[src/rtl/bodq_pkg.sv]
// Shared constants, threshold matrix and stage-control type for the
// ordered-dither quantizer. No dependencies.
package bodq_pkg;

  localparam int unsigned PixW   = 8;   // bits per color channel
  localparam int unsigned CoordW = 12;  // column / row width
  localparam int unsigned DepthW = 4;   // bits_per_channel register width
  localparam int unsigned ShW    = 4;   // step shift, 0..PixW
  localparam int unsigned ThrW   = 4;   // Bayer entry width
  localparam int unsigned CmpW   = PixW + ThrW;  // width of both sides of the test

  localparam logic [DepthW-1:0] DepthMax   = DepthW'(PixW);
  localparam logic [DepthW-1:0] DepthReset = DepthW'(1);

  // 4x4 Bayer matrix, indexed [column mod 4][row mod 4]
  localparam logic [ThrW-1:0] BayerTab [0:3][0:3] = '{
    '{4'd15, 4'd7,  4'd13, 4'd5},
    '{4'd3,  4'd11, 4'd1,  4'd9},
    '{4'd12, 4'd4,  4'd14, 4'd6},
    '{4'd0,  4'd8,  4'd2,  4'd10}
  };

  // load enables for the per-channel stages
  typedef struct packed {
    logic s2_en;
    logic s3_en;
  } stage_ctl_t;

endpackage

[src/rtl/bayer_ordered_dither_quantizer.sv]
// Top level of the 4x4 Bayer ordered-dither quantizer: config register,
// stage 1 and the valid/ready chain. Depends on bodq_pkg and bodq_chan.
//
//  channel  | signals                                         | dir
//  ---------+-------------------------------------------------+-----
//  input    | in_valid, in_ready, red_in, green_in, blue_in,  | in
//           | column, row                                     |
//  output   | out_valid, out_ready, red_out, green_out,       | out
//           | blue_out                                        |
//  config   | cfg_valid, cfg_ready, cfg_data                  | in
//
// One word per clock unless an out_ready stall holds the chain; three register
// stages (threshold/mask, remainder and candidates, compare/select), stage 3
// driving the outputs. Each stage has its own valid bit and loads when
// empty or when its successor loads: bubbles squeeze out and an out_ready
// stall holds every word in place. rst (synchronous) clears the valid bits
// and sets bits_per_channel to 1; cfg_ready is always high.
module bayer_ordered_dither_quantizer (
  input  logic                            clk,
  input  logic                            rst,
  // input word
  input  logic                            in_valid,
  output logic                            in_ready,
  input  logic [bodq_pkg::PixW-1:0]       red_in,
  input  logic [bodq_pkg::PixW-1:0]       green_in,
  input  logic [bodq_pkg::PixW-1:0]       blue_in,
  input  logic [bodq_pkg::CoordW-1:0]     column,
  input  logic [bodq_pkg::CoordW-1:0]     row,
  // output word
  output logic                            out_valid,
  input  logic                            out_ready,
  output logic [bodq_pkg::PixW-1:0]       red_out,
  output logic [bodq_pkg::PixW-1:0]       green_out,
  output logic [bodq_pkg::PixW-1:0]       blue_out,
  // config write
  input  logic                            cfg_valid,
  output logic                            cfg_ready,
  input  logic [bodq_pkg::DepthW-1:0]     cfg_data
);

  logic [bodq_pkg::DepthW-1:0] bits_per_channel;

  // pipeline valid bits and stage loads
  logic s1_valid, s2_valid, s3_valid;
  logic s1_load, s2_load, s3_load;
  bodq_pkg::stage_ctl_t ctl;

  // stage 1 registers
  logic [bodq_pkg::PixW-1:0] s1_red, s1_green, s1_blue;
  logic [bodq_pkg::PixW-1:0] s1_mask;
  logic [bodq_pkg::CmpW-1:0] s1_thr_scaled;

  // stage 1 logic
  logic [bodq_pkg::DepthW-1:0] depth_sat;
  logic [bodq_pkg::ShW-1:0]    step_sh;    // log2(delta)
  logic [bodq_pkg::ThrW-1:0]   thr;
  logic [bodq_pkg::PixW-1:0]   mask_next;
  logic [bodq_pkg::CmpW-1:0]   thr_scaled_next;

  assign cfg_ready = 1'b1;

  always_ff @(posedge clk) begin
    if (rst) begin
      bits_per_channel <= bodq_pkg::DepthReset;
    end else if (cfg_valid && cfg_ready) begin
      bits_per_channel <= cfg_data;
    end
  end

  // handshake chain: a stage loads when upstream has a word and it is
  // empty or draining this cycle
  assign s3_load  = s2_valid && (!s3_valid || out_ready);
  assign s2_load  = s1_valid && (!s2_valid || s3_load);
  assign in_ready = !s1_valid || s2_load;
  assign s1_load  = in_valid && in_ready;
  assign out_valid = s3_valid;

  assign ctl.s2_en = s2_load;
  assign ctl.s3_en = s3_load;

  always_ff @(posedge clk) begin
    if (rst) begin
      s1_valid <= 1'b0;
      s2_valid <= 1'b0;
      s3_valid <= 1'b0;
    end else begin
      if (in_ready) begin
        s1_valid <= in_valid;
      end
      if (!s2_valid || s3_load) begin
        s2_valid <= s1_valid;
      end
      if (!s3_valid || out_ready) begin
        s3_valid <= s2_valid;
      end
    end
  end

  // depths above 8 saturate to 8 (delta = 1)
  always_comb begin
    depth_sat = (bits_per_channel > bodq_pkg::DepthMax) ? bodq_pkg::DepthMax
                                                        : bits_per_channel;
    step_sh         = bodq_pkg::ShW'(bodq_pkg::PixW) - bodq_pkg::ShW'(depth_sat);
    thr             = bodq_pkg::BayerTab[column[1:0]][row[1:0]];
    mask_next       = {bodq_pkg::PixW{1'b1}} >> depth_sat;   // delta - 1
    thr_scaled_next = bodq_pkg::CmpW'(thr) << step_sh;      // thr * delta
  end

  always_ff @(posedge clk) begin
    if (s1_load) begin
      s1_red        <= red_in;
      s1_green      <= green_in;
      s1_blue       <= blue_in;
      s1_mask       <= mask_next;
      s1_thr_scaled <= thr_scaled_next;
    end
  end

  bodq_chan u_red (
    .clk        (clk),
    .ctl        (ctl),
    .pix        (s1_red),
    .mask       (s1_mask),
    .thr_scaled (s1_thr_scaled),
    .pix_out    (red_out)
  );

  bodq_chan u_green (
    .clk        (clk),
    .ctl        (ctl),
    .pix        (s1_green),
    .mask       (s1_mask),
    .thr_scaled (s1_thr_scaled),
    .pix_out    (green_out)
  );

  bodq_chan u_blue (
    .clk        (clk),
    .ctl        (ctl),
    .pix        (s1_blue),
    .mask       (s1_mask),
    .thr_scaled (s1_thr_scaled),
    .pix_out    (blue_out)
  );

endmodule

[src/rtl/bodq_chan.sv]
// One color channel, stages 2 and 3 of the quantizer pipeline.
// Depends on bodq_pkg.
module bodq_chan (
  input  logic                          clk,
  input  bodq_pkg::stage_ctl_t          ctl,
  input  logic [bodq_pkg::PixW-1:0]     pix,
  input  logic [bodq_pkg::PixW-1:0]     mask,
  input  logic [bodq_pkg::CmpW-1:0]     thr_scaled,
  output logic [bodq_pkg::PixW-1:0]     pix_out
);

  // stage 2: remainder scaled by 16, both candidate outputs
  logic [bodq_pkg::CmpW-1:0] rem16;
  logic [bodq_pkg::CmpW-1:0] thr_s2;
  logic [bodq_pkg::PixW-1:0] up_val;
  logic [bodq_pkg::PixW-1:0] base_val;
  logic [bodq_pkg::PixW-1:0] pix_next;

  always_ff @(posedge clk) begin
    if (ctl.s2_en) begin
      rem16    <= {pix & mask, 4'b0000};
      thr_s2   <= thr_scaled;
      up_val   <= pix | mask;     // (q+1)*delta - 1
      base_val <= pix & ~mask;    // q*delta
    end
  end

  // stage 3: compare and select, clamp base-1 at zero
  always_comb begin
    if (rem16 > thr_s2) begin
      pix_next = up_val;
    end else if (base_val == '0) begin
      pix_next = '0;
    end else begin
      pix_next = base_val - bodq_pkg::PixW'(1);
    end
  end

  always_ff @(posedge clk) begin
    if (ctl.s3_en) begin
      pix_out <= pix_next;
    end
  end

endmodule

[config.mk]
export PLATFORM = sky130hd
export DESIGN_NAME = bayer_ordered_dither_quantizer
export DESIGN_NICKNAME = d
export VERILOG_FILES = /design/src/rtl/bodq_pkg.sv /design/src/rtl/bayer_ordered_dither_quantizer.sv /design/src/rtl/bodq_chan.sv
export SDC_FILE = /design/constraint.sdc
export NUM_CORES = 1
export LEC_CHECK = 0
export ABC_AREA = 1
export ABC_CLOCK_PERIOD_IN_PS = 7550
export BUFFER_PORTS_ARGS = -buffer_cell sky130_fd_sc_hd__buf_4
export CAP_MARGIN = 10
export CORE_MARGIN = 1.5
export CORE_UTILIZATION = 30
export CTS_CLUSTER_SIZE = 14
export DETAILED_ROUTE_END_ITERATION = 16
export HOLD_SLACK_MARGIN = 0.02
export SYNTH_ARGS = -nofsm -noshare
export SYNTH_HDL_FRONTEND = slang
export SYNTH_SLANG_ARGS = --single-unit
[constraint.sdc]
create_clock -name clk -period 7.55 [get_ports clk]
set_clock_uncertainty 0.2 [all_clocks]
set_input_delay 1.51 -clock clk [delete_from_list [all_inputs] [get_ports clk]]
set_output_delay 1.51 -clock clk [all_outputs]
set_load 0.02 [all_outputs]
# Word-level counts from Yosys, hierarchy flattened
# Cells that the tools add are included.
[op_classes]
n_addsub = 4
n_mul = 0
div = 0
order_cmp = 6
n_eq_ne = 0
shift = 2
n_mux = 13
n_bitwise = 12
n_reduce_logical = 12
[op_table]
columns = ["op", "count"]
rows = [
  ["$and 8x8->8", 6],
  ["$mux 8", 6],
  ["$gt 12x12->1", 3],
  ["$bmux 16 s2", 1],
  ["$mux 16", 2],
  ["$logic_not 8->1", 3],
  ["$or 8x8->8", 3],
  ["$sub 8x1->8 const B", 3],
  ["$mux 4", 3],
  ["$shl 4x4->12", 1],
  ["$bmux 4 s2", 1],
  ["$not 8->8", 1],
  ["$shr 8x4->8 const A", 1],
  ["$ge 3x3->1 const B", 2],
  ["$not 2->3", 2],
  ["$gt 4x4->1 const B", 1],
  ["$sub 4x4->4 const A", 1],
  ["$logic_and 1x1->1", 3],
  ["$logic_not 1->1", 3],
  ["$logic_or 1x1->1", 3],
]
[word_totals]
register_bits = 159
latchBits = 0
ram_bits = 0
romBits = 0
in_bits = 57
out_inout_bits = 27
word_cells = 71
mem_count = 0

# Logic depth before layout (Yosys ltp)
[depth]
word_depth = 8
mapped_depth = 12
mapped_depth_nobuf = 12

# Modules after synthesis
# Synthesis repeated with hierarchy kept, for this count alone.
[unflattened]
hier_cells = 735
hier_area_um2 = 8284.2
[by_module_without_submodules]
columns = ["module", "n_inst", "cells_per_inst", "area_each_um2", "seq_area_each_um2"]
rows = [
  ["bodq_chan", 3, 190, 2078.2, 1321.3],
  ["bayer_ordered_dither_quantizer", 1, 165, 2049.5, 1461.4],
]

# Least setup slack after synthesis
# No wires, ideal clock.
[synth_path]
path_kind = "input to register"
from = "input out_ready"
to = "register u_blue.base_val[0] (netlist bit), enable pin"
setup_time_ns = 0.438
arrival_time_ns = 3.401
t_required_ns = 6.912
path_slack_ns = 3.511
path_stages = 6
path_buffers = 0
cell_sequence = "inv_1 -> nand2_1 -> nor2_1 -> inv_1 -> nand2_1 -> inv_1"
[synth_via]
elab_chain_cells = 4
[synth_lines]
columns = ["element", "line", "text"]
rows = [
  ["start, declared", "bayer_ordered_dither_quantizer.sv:31", "input logic out_ready,"],
  ["$logic_or 1x1->1", "bayer_ordered_dither_quantizer.sv:72", "assign s3_load = s2_valid && (!s3_valid || out_ready);"],
  ["$logic_and 1x1->1", "bayer_ordered_dither_quantizer.sv:72", ""],
  ["$logic_or 1x1->1", "bayer_ordered_dither_quantizer.sv:73", "assign s2_load = s1_valid && (!s2_valid || s3_load);"],
  ["$logic_and 1x1->1", "bayer_ordered_dither_quantizer.sv:73", ""],
  ["named net s2_load", "bayer_ordered_dither_quantizer.sv:45", "logic s1_load, s2_load, s3_load;"],
  ["end signal, assigned", "bodq_chan.sv:24", "base_val <= pix & ~mask;"],
  ["end, declared", "bodq_chan.sv:16", "logic [bodq_pkg::PixW-1:0] base_val;"],
]
# The timed path passes the listed nets, and every way through them passes these cells.
# A chain may end at the register's enable or synchronous reset.

# Worst setup path after layout
[layout_path]
from = "input out_ready"
to = "output in_ready"
[layout_via]
elab_chain_cells = 5
[layout_lines]
columns = ["element", "line", "text"]
rows = [
  ["$logic_or 1x1->1", "bayer_ordered_dither_quantizer.sv:72", ""],
  ["$logic_and 1x1->1", "bayer_ordered_dither_quantizer.sv:72", ""],
  ["$logic_or 1x1->1", "bayer_ordered_dither_quantizer.sv:73", ""],
  ["$logic_and 1x1->1", "bayer_ordered_dither_quantizer.sv:73", ""],
  ["$logic_or 1x1->1", "bayer_ordered_dither_quantizer.sv:74", "assign in_ready = !s1_valid || s2_load;"],
  ["end, declared", "bayer_ordered_dither_quantizer.sv:23", "output logic in_ready,"],
]
# Every way passes these cells.

==> results.py <==
metrics = {
    "logic_synthesis": {
        "synth_area_um2": 7230,
        "synth_top_cell_area_share_pct": 63.1,
        "synth_compound_area_share_pct": 3.08,
        "synth-simple-area-share_pct": 18.9,
        "muxShareOfSynthArea_pct": 0,
        "synth_top_area_cell": "edfxtp_1",
        "yosysWarnings": 0,
        "synth_commonest_cells": "168 x nand2_1, 152 x edfxtp_1, 111 x inv_1",
        "syn_nets": 772,
        "synth-edff-count": 152,
        "synthArstFlopShare_pct": 0,
        "synthAdderAreaFrac_pct": 5.71,
        "syn_area_per_cell_um2": 10.6,
        "synth_top_family_by_area": "simple AND/OR/NAND/NOR gates",
        "yosysSeqAreaShare_pct": 65.1,
        "synth_seq_cells": 159,
        "netlist_instances": 682,
        "synth-main-ff-cell": "edfxtp_1",
        "synth_area_leaders": "edfxtp_1 63%, nand2_1 8.7%, inv_1 5.8%, ha_1 5.7%, nor2_1 4.6%",
        "synth_xor_area_share_pct": 1.21,
        "yosysMostFrequentCell": "nand2_1",
        "ys_types": 24,
    },
    "power_and_ir_drop": {
        "p_leak_nw": 3.77,
        "powerDensity_nw_per_um2": 234,
        "peakVddDrop_uv": 144,
    },
    "setup_path": {
        "end_kind": "output pin",
        "crit_required_ns": 5.84,
        "r2r-start": "bits_per_channel[1]",
        "path_buf_inv": 3,
        "worst_path_max_delay_cell": "buf_4",
        "cp-start-kind": "input pin",
        "crit_cells": 6,
        "max_stage_delay_ns": 0.17,
        "worstPathArrival_ns": 2.13,
        "path_class": "in2out",
        "rr_worst_depth": 12,
        "crit_chain": "buf_4 > inv_1 > nand2_1 > nor2_1 > nand2_1 > buf_4",
        "crit_family": "buffers and inverters",
        "reg2reg_to": "s1_thr_scaled[4]",
        "crit_path_end": "in_ready",
        "crit_path_start": "out_ready",
        "rrSetupSlack_ns": 5.28,
        "crit_fanout": 3,
    },
    "clocking": {
        "clockBufferDepth": 2,
        "clock-sinks": 159,
        "ctsResizeCount": 0,
        "clk_pin_slew_worst_paths_ns": 0.06,
        "cts_tree": "done",
        "cts_inserted_buffers": 17,
        "post-cts-setup-buffer-count": 0,
        "cts_hold_buf": 0,
        "htree_levels": 4,
        "clock_latency_ns": 0.42,
        "clock-root-buffer": "clkbuf_16",
    },
    "die": {
        "dieArea_um2": 25000,
        "io_pins": 84,
        "die_h_um": 158,
        "core-area_um2": 23500,
        "row_count": 56,
        "die_x_um": 158,
        "start_util_pct": 30.7,
    },
    "placement": {
        "gp_congestion": 0.819,
        "dpl.cell_count": 1063,
        "port_buffers": 62,
        "dpl.hpwl_um": 10800,
    },
    "routing": {
        "drtPass1Iterations": 5,
        "vias_per_cell": 4.22,
        "wl_per_cell_um": 13.4,
        "drt_iter0_markers": 241,
        "vias": 4620,
        "post-route-drc-count": 0,
        "final_antenna_net_count": 0,
        "wl_um": 14700,
    },
    "timing": {
        "tightest_slew_ns": 1.07,
        "hold_violations": 0,
        "slew_viol_final": 0,
        "rsz0062_at_grt": "false",
        "max_freq_mhz": 261,
        "slew_headroom_pct": 28.4,
        "fin_crit_ns": 3.84,
        "finalCritPeriodShare_pct": 50.8,
        "setup_viol": 0,
        "tns_ns": 0,
    },
    "layout": {
        "drive_above_1_share_pct": 14.6,
        "num-nets-final": 853,
        "fin_cells": 1095,
        "diodes": 0,
        "nFillCells": 2366,
        "syn2layout_area_growth_pct": 19.1,
    },
    "grt": {
        "grt_pass1_wl_um": 23200,
        "grt_pass1_vias": 4569,
        "grt_usage_pct": 12.5,
        "grt_max_degree": 85,
        "antenna_found_initial": 0,
        "grt_overflow": 0,
    },
    "outcome": {
        "status": "completed",
    },
    "hold_path": {
        "hold_class": "reg2reg",
    },
    "job": {
        "cap_violations": 0,
    },
}
## worst register-to-register path: stages, from the launching register on
cell	delay (ns)
dfxtp_1	0.44
nor2_2	0.07
nand2_2	0.11
nand2_4	0.07
nand2_2	0.15
ha_1	0.17
inv_1	0.05
ha_1	0.35
inv_1	0.05
nand2_1	0.14
inv_1	0.08
nand3_1	0.09
nand2_1	0.05
## cell type report
class                           count  area, um^2  area share [%]
Timing Repair Buffer               64         480            5.58
Tap cell                          319         399            4.64
Sequential cell                   159        4700            54.7
Multi-Input combinational cell    410        2100            24.4
Clock buffer                       20         437            5.07
Inverter                          111         417            4.84
Clock inverter                     12        72.6           0.843
## worst min-delay path by stage
stage | from | end | slack, ns | depth (start not counted)
CTS | s1_thr_scaled[4] | u_red.thr_s2[4] | 0.22 | 0
global route | s1_thr_scaled[4] | u_red.thr_s2[4] | 0.23 | 0
detailed placement | s1_thr_scaled[11] | u_red.thr_s2[11] | 0.21 | 0
global placement | s1_thr_scaled[7] | u_red.thr_s2[7] | 0.20 | 0
finish | s1_thr_scaled[4] | u_red.thr_s2[4] | 0.21 | 0
floorplan | s1_thr_scaled[0] | u_red.thr_s2[0] | 0.20 | 0
## metrics by stage
stage / area [um^2] / utilization (%) / total power (W) / setup WS (ns) / hold slack, ns
floorplan: 7230 / - / 0.00120 / 3.51 / 0.200
global placement: 8100 / 34.4 / 0.00127 / 3.70 / 0.203
detailed placement: 8100 / 34.4 / 0.00128 / 3.71 / 0.208
CTS: 8610 / 36.6 / 0.00203 / 3.71 / 0.219
global route: 8610 / 36.6 / 0.00211 / 3.65 / 0.231
finish: 8610 / 36.6 / 0.00201 / 3.71 / 0.212
## per-layer routing
metal,GRT usage [%],wire length (um),part of all wire (%),vias up
li1,-,-,-,2394
met3,3.20,742,5.1,17
met4,4.27,240,1.6,0
met1,16.6,6900,47,2112
met2,20.0,6790,46,97
met5,0,0,0,-
## power by group
| group | leakage, nW | internal, W | switching (W) |
|---|---|---|---|
| clock network | 0.234 | 0.000414 | 0.000339 |
| logic | 2.04 | 0.0000704 | 0.000128 |
| registers | 1.49 | 0.00103 | 0.0000294 |
## sequential cells by signal, indices dropped and copies added (netlist names)
name              count
s1_red                8
u_red.base_val        8
bits_per_channel      4
out_valid             1
u_red.up_val          8
u_blue.pix_out        8
s1_thr_scaled        12
u_red.thr_s2         12
u_green.pix_out       8
s1_green              8
s2_valid              1
u_blue.up_val         8
u_red.rem16           8
u_blue.base_val       8
u_red.pix_out         8
u_green.base_val      8
u_green.up_val        8
u_green.rem16         8
s1_blue               8
u_blue.rem16          8
s1_mask               8
s1_valid              1
## cell usage in the layout, fill, tap and decap left out, drive strengths merged
cell,count
edfxtp,152
ha,33
nor3,7
clkbuf,20
a21oi,26
buf,64
nand4,1
conb,1
inv,111
nand2,178
or2,2
o21a,3
xnor2,5
clkinvlp,5
nand3,47
nor3b,1
nor2,90
clkinv,7
dfxtp,7
o21ai,11
xor2,5
## kinds of logic (layout without fill, tap and decap cells)
| family | after synthesis | count (layout) |
|---|---|---|
| AOI/OAI and AO/OA | 40 | 40 |
| adders and majority gates | 33 | 33 |
| buffers and inverters | 113 | 207 |
| xor gates and xnor gates | 10 | 10 |
| DFF | 159 | 159 |
| and+or+nand+nor | 326 | 326 |
| other | 1 | 1 |
(Power assumes the default switching activity.)
